<file path="src/rtl/mfg_pkg.sv">
// Shared types and constants for the mesh face geometry block.
// Item structs, face kinds, controller commands and status.
// No dependencies.
package mfg_pkg;

   localparam int COORD_W        = 32;
   localparam int SUM_W          = 35;
   localparam int CNT_W          = 3;
   localparam int MAX_FACE_NODES = 4;
   localparam int SPACE_DIMS     = 3;
   localparam int PROD_W         = 64;
   localparam int HMAG_W         = 48;

   localparam logic [1:0] DIM_2D    = 2'd2;
   localparam logic [1:0] DIM_RESET = 2'd3;

   localparam logic [1:0] SHAPE_OK  = 2'd0;
   localparam logic [1:0] SHAPE_BAD = 2'd1;
   localparam logic [1:0] SHAPE_SAT = 2'd2;

   typedef struct packed {
      logic signed [COORD_W-1:0] coord_x;
      logic signed [COORD_W-1:0] coord_y;
      logic signed [COORD_W-1:0] coord_z;
      logic                      last_node;
   } req_type;

   typedef struct packed {
      logic signed [COORD_W-1:0] center_x;
      logic signed [COORD_W-1:0] center_y;
      logic signed [COORD_W-1:0] center_z;
      logic [COORD_W-2:0]        area;
      logic signed [COORD_W-1:0] normal_x;
      logic signed [COORD_W-1:0] normal_y;
      logic signed [COORD_W-1:0] normal_z;
      logic [1:0]                shape_error;
   } rsp_type;

   typedef enum logic [1:0] {
      KIND_ERR,
      KIND_EDGE,
      KIND_TRI,
      KIND_QUAD
   } kind_type;

   typedef enum logic [3:0] {
      MUL_NONE,
      MUL_EDGE_X,
      MUL_EDGE_Y,
      MUL_P0,
      MUL_Q0,
      MUL_P1,
      MUL_Q1,
      MUL_P2,
      MUL_Q2,
      MUL_SQ0,
      MUL_SQ1,
      MUL_SQ2,
      MUL_QUAD
   } mul_op_type;

   typedef enum logic [2:0] {
      ACC_NONE,
      ACC_SS_LOAD,
      ACC_SS_ADD,
      ACC_CROSS_LOAD,
      ACC_CROSS_SUB,
      ACC_QUAD
   } acc_op_type;

   typedef struct packed {
      logic       busy;
      logic       prep;
      mul_op_type mul_op;
      acc_op_type acc_op;
      logic       cvt;
      logic [1:0] cvt_idx;
      logic       root_load;
      logic       div_step;
      logic       sqrt_step;
      logic       load_out;
   } cmd_type;

   typedef struct packed {
      logic     node_acc;
      logic     node_last;
      kind_type kind;
      logic     out_free;
   } status_type;

endpackage

</file>
<file path="src/rtl/mfg_ctrl.sv">
// Controller for the mesh face geometry block.
// Sequences prep, multiply, root/divide and result load. Uses mfg_pkg.
module mfg_ctrl (
   input  logic               clock,
   input  logic               reset,
   input  mfg_pkg::status_type status,
   output mfg_pkg::cmd_type    cmd
);
   import mfg_pkg::*;

   typedef enum logic [4:0] {
      ST_IDLE = 5'b00001,
      ST_PREP = 5'b00010,
      ST_MUL  = 5'b00100,
      ST_ROOT = 5'b01000,
      ST_FIN  = 5'b10000
   } state_type;

   localparam logic [3:0] LAST_EDGE = 4'd2;
   localparam logic [3:0] LAST_TRI  = 4'd9;
   localparam logic [3:0] LAST_QUAD = 4'd1;
   localparam logic [5:0] ROOT_LAST = 6'(SUM_W);
   localparam logic [5:0] SQRT_LAST = 6'(PROD_W / 2);

   state_type  state_ff, state_in;
   logic [3:0] step_ff, step_in;
   logic [5:0] iter_ff, iter_in;
   logic [3:0] step_last;

   // pick last multiply step for the face kind
   always_comb begin
      unique case (status.kind)
         KIND_EDGE: step_last = LAST_EDGE;
         KIND_TRI:  step_last = LAST_TRI;
         KIND_QUAD: step_last = LAST_QUAD;
         default:   step_last = '0;
      endcase
   end

   // next state and command decode
   always_comb begin
      state_in      = state_ff;
      step_in       = step_ff;
      iter_in       = iter_ff;
      cmd           = '0;
      cmd.mul_op    = MUL_NONE;
      cmd.acc_op    = ACC_NONE;
      cmd.busy      = (state_ff != ST_IDLE);
      unique case (state_ff)
         ST_IDLE: begin
            if (status.node_acc && status.node_last) begin
               state_in = ST_PREP;
            end
         end
         ST_PREP: begin
            cmd.prep = 1'b1;
            step_in  = '0;
            state_in = (status.kind == KIND_ERR) ? ST_FIN : ST_MUL;
         end
         ST_MUL: begin
            if (status.kind == KIND_EDGE) begin
               unique case (step_ff)
                  4'd0: cmd.mul_op = MUL_EDGE_X;
                  4'd1: begin
                     cmd.mul_op = MUL_EDGE_Y;
                     cmd.acc_op = ACC_SS_LOAD;
                  end
                  4'd2: cmd.acc_op = ACC_SS_ADD;
                  default: cmd.acc_op = ACC_NONE;
               endcase
            end else if (status.kind == KIND_TRI) begin
               unique case (step_ff)
                  4'd0: cmd.mul_op = MUL_P0;
                  4'd1: begin
                     cmd.mul_op = MUL_Q0;
                     cmd.acc_op = ACC_CROSS_LOAD;
                  end
                  4'd2: begin
                     cmd.mul_op = MUL_P1;
                     cmd.acc_op = ACC_CROSS_SUB;
                  end
                  4'd3: begin
                     cmd.mul_op  = MUL_Q1;
                     cmd.acc_op  = ACC_CROSS_LOAD;
                     cmd.cvt     = 1'b1;
                     cmd.cvt_idx = 2'd0;
                  end
                  4'd4: begin
                     cmd.mul_op = MUL_P2;
                     cmd.acc_op = ACC_CROSS_SUB;
                  end
                  4'd5: begin
                     cmd.mul_op  = MUL_Q2;
                     cmd.acc_op  = ACC_CROSS_LOAD;
                     cmd.cvt     = 1'b1;
                     cmd.cvt_idx = 2'd1;
                  end
                  4'd6: begin
                     cmd.mul_op = MUL_SQ0;
                     cmd.acc_op = ACC_CROSS_SUB;
                  end
                  4'd7: begin
                     cmd.mul_op  = MUL_SQ1;
                     cmd.acc_op  = ACC_SS_LOAD;
                     cmd.cvt     = 1'b1;
                     cmd.cvt_idx = 2'd2;
                  end
                  4'd8: begin
                     cmd.mul_op = MUL_SQ2;
                     cmd.acc_op = ACC_SS_ADD;
                  end
                  4'd9: cmd.acc_op = ACC_SS_ADD;
                  default: cmd.acc_op = ACC_NONE;
               endcase
            end else begin
               unique case (step_ff)
                  4'd0: cmd.mul_op = MUL_QUAD;
                  4'd1: cmd.acc_op = ACC_QUAD;
                  default: cmd.acc_op = ACC_NONE;
               endcase
            end
            if (step_ff == step_last) begin
               iter_in  = '0;
               state_in = ST_ROOT;
            end else begin
               step_in = step_ff + 4'd1;
            end
         end
         ST_ROOT: begin
            if (iter_ff == '0) begin
               cmd.root_load = 1'b1;
            end else begin
               cmd.div_step  = 1'b1;
               cmd.sqrt_step = (iter_ff <= SQRT_LAST);
            end
            if (iter_ff == ROOT_LAST) begin
               state_in = ST_FIN;
            end else begin
               iter_in = iter_ff + 6'd1;
            end
         end
         ST_FIN: begin
            if (status.out_free) begin
               cmd.load_out = 1'b1;
               state_in     = ST_IDLE;
            end
         end
         default: state_in = ST_IDLE;
      endcase
   end

   // advance state and counters
   always_ff @(posedge clock) begin
      if (reset) begin
         state_ff <= ST_IDLE;
         step_ff  <= '0;
         iter_ff  <= '0;
      end else begin
         state_ff <= state_in;
         step_ff  <= step_in;
         iter_ff  <= iter_in;
      end
   end

endmodule

</file>
<file path="config.mk">
export PLATFORM = sky130hd
export DESIGN_NAME = mfg_ctrl
export DESIGN_NICKNAME = d
export VERILOG_FILES = /design/src/rtl/mfg_pkg.sv /design/src/rtl/mfg_ctrl.sv
export SDC_FILE = /design/constraint.sdc
export NUM_CORES = 1
export LEC_CHECK = 0
export BUFFER_PORTS_ARGS = -buffer_cell sky130_fd_sc_hd__buf_2
export CAP_MARGIN = 5
export CORE_AREA = 10 10 71 73
export DETAILED_ROUTE_END_ITERATION = 10
export DIE_AREA = 0 0 81 83
export GPL_ROUTABILITY_DRIVEN = 0
export GPL_TIMING_DRIVEN = 1
export SYNTH_ARGS = -nofsm -noshare
export SYNTH_HDL_FRONTEND = slang
export SYNTH_SLANG_ARGS = --single-unit
export TNS_END_PERCENT = 1
</file>
<file path="constraint.sdc">
create_clock -name clock -period 2.1 [get_ports clock]
set_clock_uncertainty 0.2 [all_clocks]
set_input_delay 0.42 -clock clock [delete_from_list [all_inputs] [get_ports clock]]
set_output_delay 0.42 -clock clock [all_outputs]
set_load 0.1 [all_outputs]
</file>
Word-level counts from Yosys, hierarchy flattened
Cells that the tools add are included.
Widths: inputs -> output; s select.
Word-level totals
  logic and storage cells: 74
  flip-flop bits (word level): 15
  output and inout port bits: 16
Operators by class
  equal/unequal tests: 26
  $add $sub $neg: 2
  mux-type cells: 30
  order comparisons: 1
  reduce and logical (&&, ||, !) cells: 12
Operator list (number)
  $pmux 4 s9: 1
  $mux 5: 5
  $pmux 5 s5: 1
  $eq 4x3->1 const B: 4
  $mux 7: 2
  $mux 3: 4
  $mux 6: 2
  $ne 2x2->1 const B: 6
  $pmux 3 s4: 1
  $pmux 4 s3: 1
  $pmux 6 s2: 1
  $mux 10: 1
  $pmux 3 s3: 1
  $eq 4x2->1 const B: 2
  $eq 4x4->1 const B: 2
  $mux 4: 2
  $pmux 2 s2: 2
  $pmux 4 s2: 1
  $add 6x1->6 const B: 1
  $eq 6x6->1 const B: 1
  $le 6x6->1 const B: 1
  $logic_not 6->1: 1
  $reduce_or 3->1: 2
  $eq 5x1->1 const B: 1
  20 further kinds: 25

Depth between registers and ports, before layout
Gate-level depths: netlist of run 1.
  depth after elaboration: 6
  mapped depth: 6
  mapped depth without buffers: 6

Worst setup path after synthesis of run 1
No wires, ideal clock.
  kind: register -> output
  start point: reg state_ff[3]
  end point: out cmd[6] (netlist name)
  arrival: 4044 ps
  path buffers: 1
  slack: -2564 ps
  stages on the path, launching flop included: 5
  path through: dfxtp_1 or3_4 or2_1 clkbuf_1 nor4_1
RTL lines
  start: declaration: line mfg_ctrl.sv:25  | state_type state_ff, state_in;
  start signal: assignment: line mfg_ctrl.sv:159  | state_ff <= state_in;
  end: declaration: line mfg_ctrl.sv:7  | output mfg_pkg::cmd_type cmd

==> results.py, run 1 <==
metrics = {
    "floorplan": {
        "initial_core_util_pct": 34.1,
        "std_cell_rows": 22,
        "area_enclosed_by_the_die_boundary_sq_um": 6720,
        "floorplan.die.width_um": 81,
        "die_height_um": 83,
        "placeableCoreArea_sq_um": 3630,
        "boundaryPins": 23,
    },
    "critical_path": {
        "crit_family": "simple AND/OR/NAND/NOR gates",
        "worst-setup-path-type": "reg2out",
        "critPathArrivalTime_ns": 1.76,
        "critical_path.max_stage_delay_ns": 0.39,
        "start_kind": "register",
        "cp_cell_sequence": "or3_4 -> or2_4 -> buf_6 -> a211oi_4 -> buf_12",
        "cp.required_ns": 1.48,
        "critical_path.n_buffers_inverters": 2,
        "worstPathMaxFanout": 4,
        "slowest_stage": "sky130_fd_sc_hd__or3_4",
        "crit_path_end_kind": "primary output",
    },
    "final_layout": {
        "multiInputGateArea_sq_um": 1030,
        "fill_cells": 329,
        "area_overhead_of_the_layout_relative_to_synthesis_pct": 66.9,
        "post_route_cells_drive_above_1_share_pct": 45.5,
        "antenna_diode_count": 0,
        "finalNonFillerCells": 259,
        "finish.utilization_pct": 56.9,
        "num-nets-final": 225,
        "regArea_sq_um": 307,
        "mostFrequentLayoutCell": "sky130_fd_sc_hd__buf_4",
        "top_library_cells_by_usage_in_the_layout_fill_and_taps_aside": "30 x sky130_fd_sc_hd__buf_4, 15 x sky130_fd_sc_hd__buf_12, 12 x sky130_fd_sc_hd__dfxtp_1",
    },
    "synth": {
        "syn_avg_cell_area_sq_um": 7.59,
        "synth-edff-count": 0,
        "postSynthRegisterBits": 15,
        "ys.warnings.count": 0,
        "synth-async-reset-ratio_pct": 0,
        "synth_seq_area_share_pct": 24.3,
        "synth_instances": 163,
        "netlist-cell-type-count": 47,
        "synth.cell_area_sq_um": 1240,
        "synthFlopType": "sky130_fd_sc_hd__dfxtp_1",
        "synthesis.nets": 176,
    },
    "sta": {
        "post-route-min-period_ns": 2.38,
        "worst_case_setup_margin_in_the_final_layout_ns": -0.277,
        "tightest_slew_ns": 0.393,
        "finalHoldViolations": 0,
        "tns_ns": -3.04,
        "maxSlewHeadroom_pct": 73.8,
        "grt_setup_unrepaired": "true",
        "worst_hold_slack_ns": 0.299,
        "setup_viol": 15,
        "finalMaxSlewViolations": 0,
        "fmaxAchievable_mhz": 421,
        "post-route-period-util_pct": 113,
    },
    "clock_network": {
        "post-cts-setup-buffers": 0,
        "clock_path_buffers": 2,
        "cts_inserted_buffers": 3,
        "worst_skew_pair_later_pin_latency_ns": 0.25,
        "worst_setup_hold_path_clk_slew_ns": 0.07,
        "clock_tree_from_tritoncts": "yes",
        "cts.sinks": 15,
        "cts-htree-levels": 1,
        "ctsRootBufferMaster": "sky130_fd_sc_hd__clkbuf_8",
    },
    "placement": {
        "numPortBuffers": 22,
        "post-place-cells": 255,
        "worst_setup_slack_before_clock_tree_synthesis_ns": -0.191,
        "hpwl_mm": 2.91,
    },
    "status": {
        "violations": "setup timing",
        "run_status": "finished, violations left",
    },
    "drt": {
        "dr_total_vias": 1376,
        "drtPass1Iterations": 4,
        "drt-wirelength-per-cell_um": 13.8,
        "drt-vias-per-instance": 5.31,
        "final_antenna_net_count": 0,
        "post-route-drc-count": 0,
        "initialDrtViolationCount": 77,
        "drt_wl_total_mm": 3.56,
    },
    "flow_run": {
        "drv.max_cap_violation_count": 0,
    },
    "worst_hold_path": {
        "worstHoldPathType": "in2reg",
    },
    "power_and_ir_drop": {
        "total_leakage_power_nw": 0.743,
        "power.density_nw_per_um2": 426,
        "peakVddDrop_mv": 0.277,
    },
    "global_route": {
        "wire_length_of_the_first_global_routing_pass_mm": 6.20,
        "grt.total_usage_pct": 10.8,
        "grt_max_degree": 16,
        "number_of_global_route_vias_before_repair": 1394,
        "grt.overflow.total": 0,
        "grt_antenna_before_repair": 0,
    },
}
## flip-flops by register name (all words and copies together) (netlist names)
| name | flops |
|---|---|
| iter_ff | 6 |
| state_ff | 5 |
| step_ff | 4 |
## area by class of cell
cell class,instances,share of cell area (%)
clock buffers,3,2.00
well taps,48,2.91
repair buffers,54,28.5
inverters,9,1.64
flip-flops and latches,15,14.8
clock inverters,1,0.242
multi-input cells,129,49.8
## cell usage after synthesis, types with 2 or more instances
cell | n | area share, %
sky130_fd_sc_hd__dfxtp_1 | 15 | 24
sky130_fd_sc_hd__nor2_1 | 15 | 4.5
sky130_fd_sc_hd__nand2_1 | 11 | 3.3
sky130_fd_sc_hd__nor3_1 | 10 | 4.0
sky130_fd_sc_hd__inv_1 | 9 | 2.7
sky130_fd_sc_hd__a21oi_1 | 8 | 3.2
sky130_fd_sc_hd__nand3_1 | 8 | 3.2
sky130_fd_sc_hd__clkbuf_1 | 7 | 2.1
sky130_fd_sc_hd__o21ai_0 | 7 | 2.8
sky130_fd_sc_hd__ha_1 | 6 | 6.1
sky130_fd_sc_hd__a211oi_1 | 4 | 2.4
sky130_fd_sc_hd__nand2b_1 | 4 | 2.0
sky130_fd_sc_hd__nand4_1 | 4 | 2.0
sky130_fd_sc_hd__nor4_1 | 4 | 2.0
sky130_fd_sc_hd__xnor2_1 | 4 | 2.8
sky130_fd_sc_hd__a31oi_1 | 3 | 1.5
sky130_fd_sc_hd__and2_1 | 3 | 1.5
sky130_fd_sc_hd__mux2i_1 | 3 | 2.4
sky130_fd_sc_hd__or3_1 | 3 | 1.5
sky130_fd_sc_hd__and4_1 | 2 | 1.4
sky130_fd_sc_hd__buf_2 | 2 | 0.81
sky130_fd_sc_hd__nor3_2 | 2 | 1.6
sky130_fd_sc_hd__o22ai_1 | 2 | 1.0
sky130_fd_sc_hd__or2_1 | 2 | 1.0
sky130_fd_sc_hd__or3_4 | 2 | 1.8
sky130_fd_sc_hd__or3b_2 | 2 | 1.4
## kinds of logic (layout without fill, tap and decap cells)
logic type,Yosys count,count (layout),synth area share (%)
AO/OA/AOI/OAI,35,35,19.7
XOR/XNOR,5,5,3.54
adder cells (fa/ha/maj),6,6,6.07
buffers and inverters,19,67,6.57
flip-flops,15,15,24.3
multiplexers,3,3,2.43
AND/OR/NAND/NOR,80,80,37.4
## routing by layer
| metal | up-vias | global-route usage [%] | part of all wire, % |
|---|---|---|---|
| li1 | 694 | - | - |
| met1 | 654 | 12.6 | 41 |
| met2 | 24 | 19.2 | 55 |
| met3 | 4 | 1.94 | 2.9 |
| met4 | 0 | 2.66 | 0.79 |
| met5 | - | 0 | 0 |
## through the flow
stage | total power, W | cell area (sq um)
finish | 0.000880 | 2070
global placement | 0.000615 | 1920
global route | 0.000925 | 2070
detailed placement | 0.000619 | 1920
floorplan | 0.000519 | 1350
CTS | 0.000875 | 2010
## repair_timing
item                       CTS  global route
hold buffers                 0             0
gates resized for setup     15            13
setup endpoints to repair   16            16
pin swaps                    7             3
## worst paths after layout
path | slack, ns | to | startpoint | depth (start not counted)
setup / recovery | -0.28 | cmd[7] | state_ff[0] | 5
setup reg to reg | 0.12 | state_ff[4] | state_ff[0] | 4
hold / removal | 0.30 | iter_ff[4] | reset | 2
hold reg to reg | 0.34 | iter_ff[1] | iter_ff[1] | 2
## report_power, final
group / switching [W] / leakage (nW) / total (W) / internal, W
Clock: 0.000106 / 0.0255 / 0.000237 / 0.000131
Sequential: 0.00000796 / 0.122 / 0.000305 / 0.000297
Combinational: 0.000201 / 0.596 / 0.000338 / 0.000138
Total: 0.000315 / 0.743 / 0.000880 / 0.000566
No activity file was read; power rests on OpenSTA's default activity.
==> run 2, diff against run 1 <==
==> constraint.sdc (replaced) <==
create_clock -name clock -period 2.1 [get_ports clock]
set_clock_uncertainty 0.2 [all_clocks]
set_input_delay 0.105 -clock clock [delete_from_list [all_inputs] [get_ports clock]]
set_output_delay 0.105 -clock clock [all_outputs]
set_load 0.1 [all_outputs]
==> run 2 against run 1 <==
The run still ends with setup timing left. Combinational power decreased by 22%. Register-to-register slack improved by 0.02 ns. Die area did not move. Critical endpoint is now cmd[12]. Largest power group is now sequential cells.
==> results.py, run 2 (same netlist as run 1, synthesis figures left out) <==
metrics = {
    "status": {
        "run_status": "finished, violations left",
        "violations": "setup timing",
    },
    "clock_network": {
        "worst_skew_pair_later_pin_latency_ns": 0.25,
        "cts.sinks": 15,
        "clock_tree_from_tritoncts": "yes",
        "worst_setup_hold_path_clk_slew_ns": 0.07,
        "post-cts-setup-buffers": 0,
        "cts-htree-levels": 1,
        "clock_path_buffers": 2,
        "ctsRootBufferMaster": "sky130_fd_sc_hd__clkbuf_8",
        "cts_inserted_buffers": 3,
    },
    "global_route": {
        "grt.total_usage_pct": 10.4,
        "grt_max_degree": 16,
        "wire_length_of_the_first_global_routing_pass_mm": 5.84,
        "number_of_global_route_vias_before_repair": 1261,
        "grt_antenna_before_repair": 0,
        "grt.overflow.total": 0,
    },
    "floorplan": {
        "area_enclosed_by_the_die_boundary_sq_um": 6720,
        "die_height_um": 83,
        "boundaryPins": 23,
        "placeableCoreArea_sq_um": 3630,
        "initial_core_util_pct": 34.1,
        "std_cell_rows": 22,
        "floorplan.die.width_um": 81,
    },
    "power_and_ir_drop": {
        "share_clk_of_total_power_pct": 30.0,
        "total_leakage_power_nw": 0.611,
        "p_switching_w": 0.000304,
        "peakVddDrop_mv": 0.267,
        "share_comb_of_total_power_pct": 32.3,
        "power_switching_share_pct": 37.3,
        "power.density_nw_per_um2": 443,
        "internal-power_w": 0.000512,
        "seq_power_share_pct": 37.7,
    },
    "critical_path": {
        "cp_cell_sequence": "or3_4 -> or2_4 -> buf_4 -> nor3_4 -> buf_12",
        "worst-setup-path-type": "reg2out",
        "cp.required_ns": 1.79,
        "critPathArrivalTime_ns": 1.81,
        "timing.reg2reg.setup_slack_ns": 0.14,
        "worstPathMaxFanout": 6,
        "critical_path.max_stage_delay_ns": 0.38,
        "slowest_stage": "sky130_fd_sc_hd__or3_4",
        "crit_path_end_kind": "primary output",
        "start_kind": "register",
    },
    "flow_run": {
        "drv.max_cap_violation_count": 0,
    },
    "placement": {
        "numPortBuffers": 22,
        "post-place-cells": 232,
        "hpwl_mm": 2.67,
    },
    "final_layout": {
        "antenna_diode_count": 0,
        "fill_cells": 356,
        "reg_top3": "iter_ff (6), state_ff (5), step_ff (4)",
        "finalNonFillerCells": 237,
        "multiInputGateArea_sq_um": 990,
        "area_overhead_of_the_layout_relative_to_synthesis_pct": 48.9,
        "registers.top_by_ff_count": "iter_ff",
        "num-nets-final": 203,
        "top_library_cells_by_usage_in_the_layout_fill_and_taps_aside": "14 x sky130_fd_sc_hd__buf_12, 12 x sky130_fd_sc_hd__dfxtp_1, 11 x sky130_fd_sc_hd__nor2_1, 11 x sky130_fd_sc_hd__nand2_1",
        "mostFrequentLayoutCell": "sky130_fd_sc_hd__buf_12",
        "largest_register_ffs": 6,
        "finish.utilization_pct": 50.7,
        "regArea_sq_um": 307,
        "post_route_cells_drive_above_1_share_pct": 37.0,
    },
    "drt": {
        "drtPass1Iterations": 4,
        "initialDrtViolationCount": 81,
        "drt_wl_total_mm": 3.47,
        "final_antenna_net_count": 0,
        "drt-vias-per-instance": 5.61,
        "drt-wirelength-per-cell_um": 14.6,
        "detail_route.wirelength.met1_mm": 1.41,
        "detailroute.wirelength.met2_mm": 1.86,
        "met3_length_um": 138,
        "highest-signal-layer": "met4",
        "post-route-drc-count": 0,
        "dr_total_vias": 1330,
    },
    "sta": {
        "finalMaxSlewViolations": 0,
        "post-route-min-period_ns": 2.12,
        "fmaxAchievable_mhz": 472,
        "setup_viol": 3,
        "worst_hold_slack_ns": 0.0259,
        "finalHoldViolations": 0,
        "post-route-period-util_pct": 101,
        "worst_case_setup_margin_in_the_final_layout_ns": -0.0174,
        "grt_setup_unrepaired": "true",
        "maxSlewHeadroom_pct": 62.2,
        "tightest_slew_ns": 0.567,
    },
    "worst_hold_path": {
        "worstHoldPathType": "in2reg",
    },
}
==> run 2: stage by stage <==
stage / setup WS, ns / total power [W] / setup TNS (ns) / instance area [sq um]
floorplan: -0.580 / 0.000518 / -6.85 / 1310
global route: -0.0743 / 0.000848 / -0.502 / 1840
CTS: -0.0402 / 0.000820 / -0.132 / 1790
detailed placement: 0.0911 / 0.000560 / 0 / 1710
global placement: 0.155 / 0.000555 / 0 / 1710
finish: -0.0174 / 0.000816 / -0.0282 / 1840
==> run 2: layer usage <==
layer  vias to the layer above  GRT usage (%)
met1                       645           12.7
met2                        28           17.3
met5                         -              0
met4                         0           3.91
li1                        650              -
met3                         7           1.94
==> run 2: timing repair <==
action	4_1_cts	5_1_grt
hold endpoints to repair	8	0
pin swaps	5	0
hold buffers	1	0
gates resized for setup	7	15
endpoints found under the setup margin	14	15
cloned	0	0
==> run 2: path summary, 6_finish.rpt <==
| check | startpoint | to | depth (start not counted) |
|---|---|---|---|
| max | state_ff[3] | cmd[12] | 5 |
| min | status[0] | state_ff[4] | 3 |
| max reg2reg | state_ff[3] | state_ff[4] | 4 |
| min reg2reg | step_ff[1] | step_ff[1] | 2 |
==> run 2: power groups by stage <==
stage | logic, W | registers (W) | clock network [W]
after CTS | 0.000262 | 0.000309 | 0.000249
after detailed placement | 0.000245 | 0.000315 | 0
after global routing | 0.000279 | 0.000309 | 0.000261
after global placement | 0.000241 | 0.000314 | 0
final | 0.000263 | 0.000307 | 0.000245
after floorplan | 0.000206 | 0.000312 | 0
==> run 2: final cells by class <==
type	instances	share of cell area, %
repair buffers	32	22.1
clock inverters	1	0.272
multi-input cells	129	53.7
flip-flops and latches	15	16.6
well taps	48	3.26
clock buffers	3	2.24
inverters	9	1.83
==> run 2: worst max-delay path, delay by kind of cell, from the launching register on <==
kind	cells	cell delay [ns]
buffers and inverters	2	0.36
flip-flops	1	0.33
AND/OR/NAND/NOR	3	0.87
==> run 3, diff against run 2 <==
Settings changed: CELL_PAD_IN_SITES_DETAIL_PLACEMENT set to 0, CELL_PAD_IN_SITES_GLOBAL_PLACEMENT set to 1, PLACE_DENSITY_LB_ADDON set to 0.1.
==> run 3 against run 2 <==
The run now ends clean. Count of clock-buffer cells in the layout grew 1. Die area unchanged. First-iteration DRC count increased by 40%. Largest power group unchanged. Worst hold slack got worse by 0.00070 ns. Power down 1.4%. Setup slack better by 0.044 ns.
==> results.py, run 3 (same netlist as run 1, synthesis figures left out) <==
metrics = {
    "drt": {
        "post-route-drc-count": 0,
        "drt_wl_total_mm": 3.54,
        "initialDrtViolationCount": 113,
        "drt-vias-per-instance": 5.40,
        "drt-wirelength-per-cell_um": 14.9,
        "drtPass1Iterations": 4,
        "final_antenna_net_count": 0,
        "dr_total_vias": 1280,
    },
    "final_layout": {
        "post_route_cells_drive_above_1_share_pct": 36.5,
        "antenna_diode_count": 0,
        "reg_top3": "iter_ff (6), state_ff (5), step_ff (4)",
        "mostFrequentLayoutCell": "sky130_fd_sc_hd__buf_12",
        "fill_cells": 365,
        "top_library_cells_by_usage_in_the_layout_fill_and_taps_aside": "14 x sky130_fd_sc_hd__buf_12, 12 x sky130_fd_sc_hd__nor2_1, 12 x sky130_fd_sc_hd__dfxtp_1",
        "largest_register_ffs": 6,
        "registers.top_by_ff_count": "iter_ff",
        "num-nets-final": 203,
        "area_overhead_of_the_layout_relative_to_synthesis_pct": 49.3,
    },
    "sta": {
        "worst_hold_slack_ns": 0.0252,
        "tightest_slew_ns": 0.504,
        "setup_viol": 0,
        "finalHoldViolations": 0,
        "maxSlewHeadroom_pct": 66.6,
        "post-route-period-util_pct": 98.7,
        "worst_case_setup_margin_in_the_final_layout_ns": 0.0268,
        "finalMaxSlewViolations": 0,
        "grt_setup_unrepaired": "true",
        "tns_ns": 0,
        "fmaxAchievable_mhz": 482,
        "post-route-min-period_ns": 2.07,
    },
    "placement": {
        "hpwl_mm": 2.71,
        "worst_setup_slack_before_clock_tree_synthesis_ns": 0.0654,
        "numPortBuffers": 22,
    },
    "critical_path": {
        "worstPathMaxFanout": 6,
        "cp.required_ns": 1.79,
        "critPathArrivalTime_ns": 1.77,
        "crit_path_end_kind": "primary output",
        "worst-setup-path-type": "reg2out",
        "start_kind": "register",
    },
    "clock_network": {
        "cts.sinks": 15,
        "cts_inserted_buffers": 3,
        "cts-htree-levels": 1,
        "ctsRootBufferMaster": "sky130_fd_sc_hd__clkbuf_8",
        "worst_setup_hold_path_clk_slew_ns": 0.06,
        "clock_tree_from_tritoncts": "yes",
        "worst_skew_pair_later_pin_latency_ns": 0.24,
        "clock_path_buffers": 2,
    },
    "floorplan": {
        "boundaryPins": 23,
        "area_enclosed_by_the_die_boundary_sq_um": 6720,
        "placeableCoreArea_sq_um": 3630,
        "floorplan.die.width_um": 81,
        "std_cell_rows": 22,
        "initial_core_util_pct": 34.1,
        "die_height_um": 83,
    },
    "global_route": {
        "grt_antenna_before_repair": 0,
        "wire_length_of_the_first_global_routing_pass_mm": 5.90,
        "grt_max_degree": 16,
        "grt.total_usage_pct": 10.4,
        "grt.overflow.total": 0,
        "number_of_global_route_vias_before_repair": 1172,
    },
    "power_and_ir_drop": {
        "total_leakage_power_nw": 0.616,
        "peakVddDrop_mv": 0.387,
        "power.density_nw_per_um2": 435,
    },
    "flow_run": {
        "drv.max_cap_violation_count": 0,
    },
    "status": {
        "run_status": "completed",
    },
    "worst_hold_path": {
        "worstHoldPathType": "in2reg",
    },
}
## run 3: where the power goes
part	total, W	internal, W	switching (W)
clock network	0.000233	0.000134	0.0000987
registers	0.000307	0.000296	0.0000114
logic	0.000264	0.0000848	0.000180
## run 3: layout make-up
cell class / instances / area [sq um] / area share, %
repair buffers: 32 / 404 / 21.9
flip-flops and latches: 15 / 309 / 16.7
well taps: 48 / 60.1 / 3.25
clock buffers: 4 / 45.0 / 2.44
inverters: 9 / 33.8 / 1.83
multi-input cells: 129 / 996 / 53.9
## run 3: final timing paths
kind / startpoint / to / slack [ns] / cells after the start
setup / recovery: state_ff[2] / cmd[2] / 0.03 / 4
hold / removal: status[0] / state_ff[4] / 0.03 / 3
setup reg to reg: state_ff[0] / state_ff[0] / 0.15 / 6
hold reg to reg: iter_ff[1] / iter_ff[1] / 0.34 / 2
## run 3: repair_timing
action	in CTS	in global routing
resized for setup	9	15
hold buffers	1	0
endpoints found under the setup margin	13	14
setup buffers	1	0
endpoints found under the hold margin	4	0
pin swaps	6	1
## run 3: metrics by stage
| stage | instances | power (W) | instance area, sq um | utilization [%] |
|---|---|---|---|---|
| final | 237 | 0.000804 | 1850 | 50.9 |
| after floorplan | 163 | 0.000518 | 1310 | - |
| after CTS | 237 | 0.000813 | 1790 | 49.3 |
| after detailed placement | 231 | 0.000553 | 1710 | 47.0 |
| after global routing | 237 | 0.000850 | 1850 | 50.9 |
| after global placement | 231 | 0.000551 | 1710 | 47.0 |
## run 3: layer usage
metal | up-vias | track usage [%] | routed length (um)
met2 | 32 | 13.0 | 1450
met4 | 0 | 1.41 | 28
met5 | - | 0 | 0
li1 | 650 | - | -
met1 | 596 | 16.6 | 1870
met3 | 2 | 3.45 | 197
## run 3: worst max-delay path, stage by stage (launching register included)
cell                      delay (ns)
sky130_fd_sc_hd__dfxtp_1        0.36
sky130_fd_sc_hd__or3_4          0.42
sky130_fd_sc_hd__or2_1          0.32
sky130_fd_sc_hd__nor2_1         0.22
sky130_fd_sc_hd__buf_12         0.21
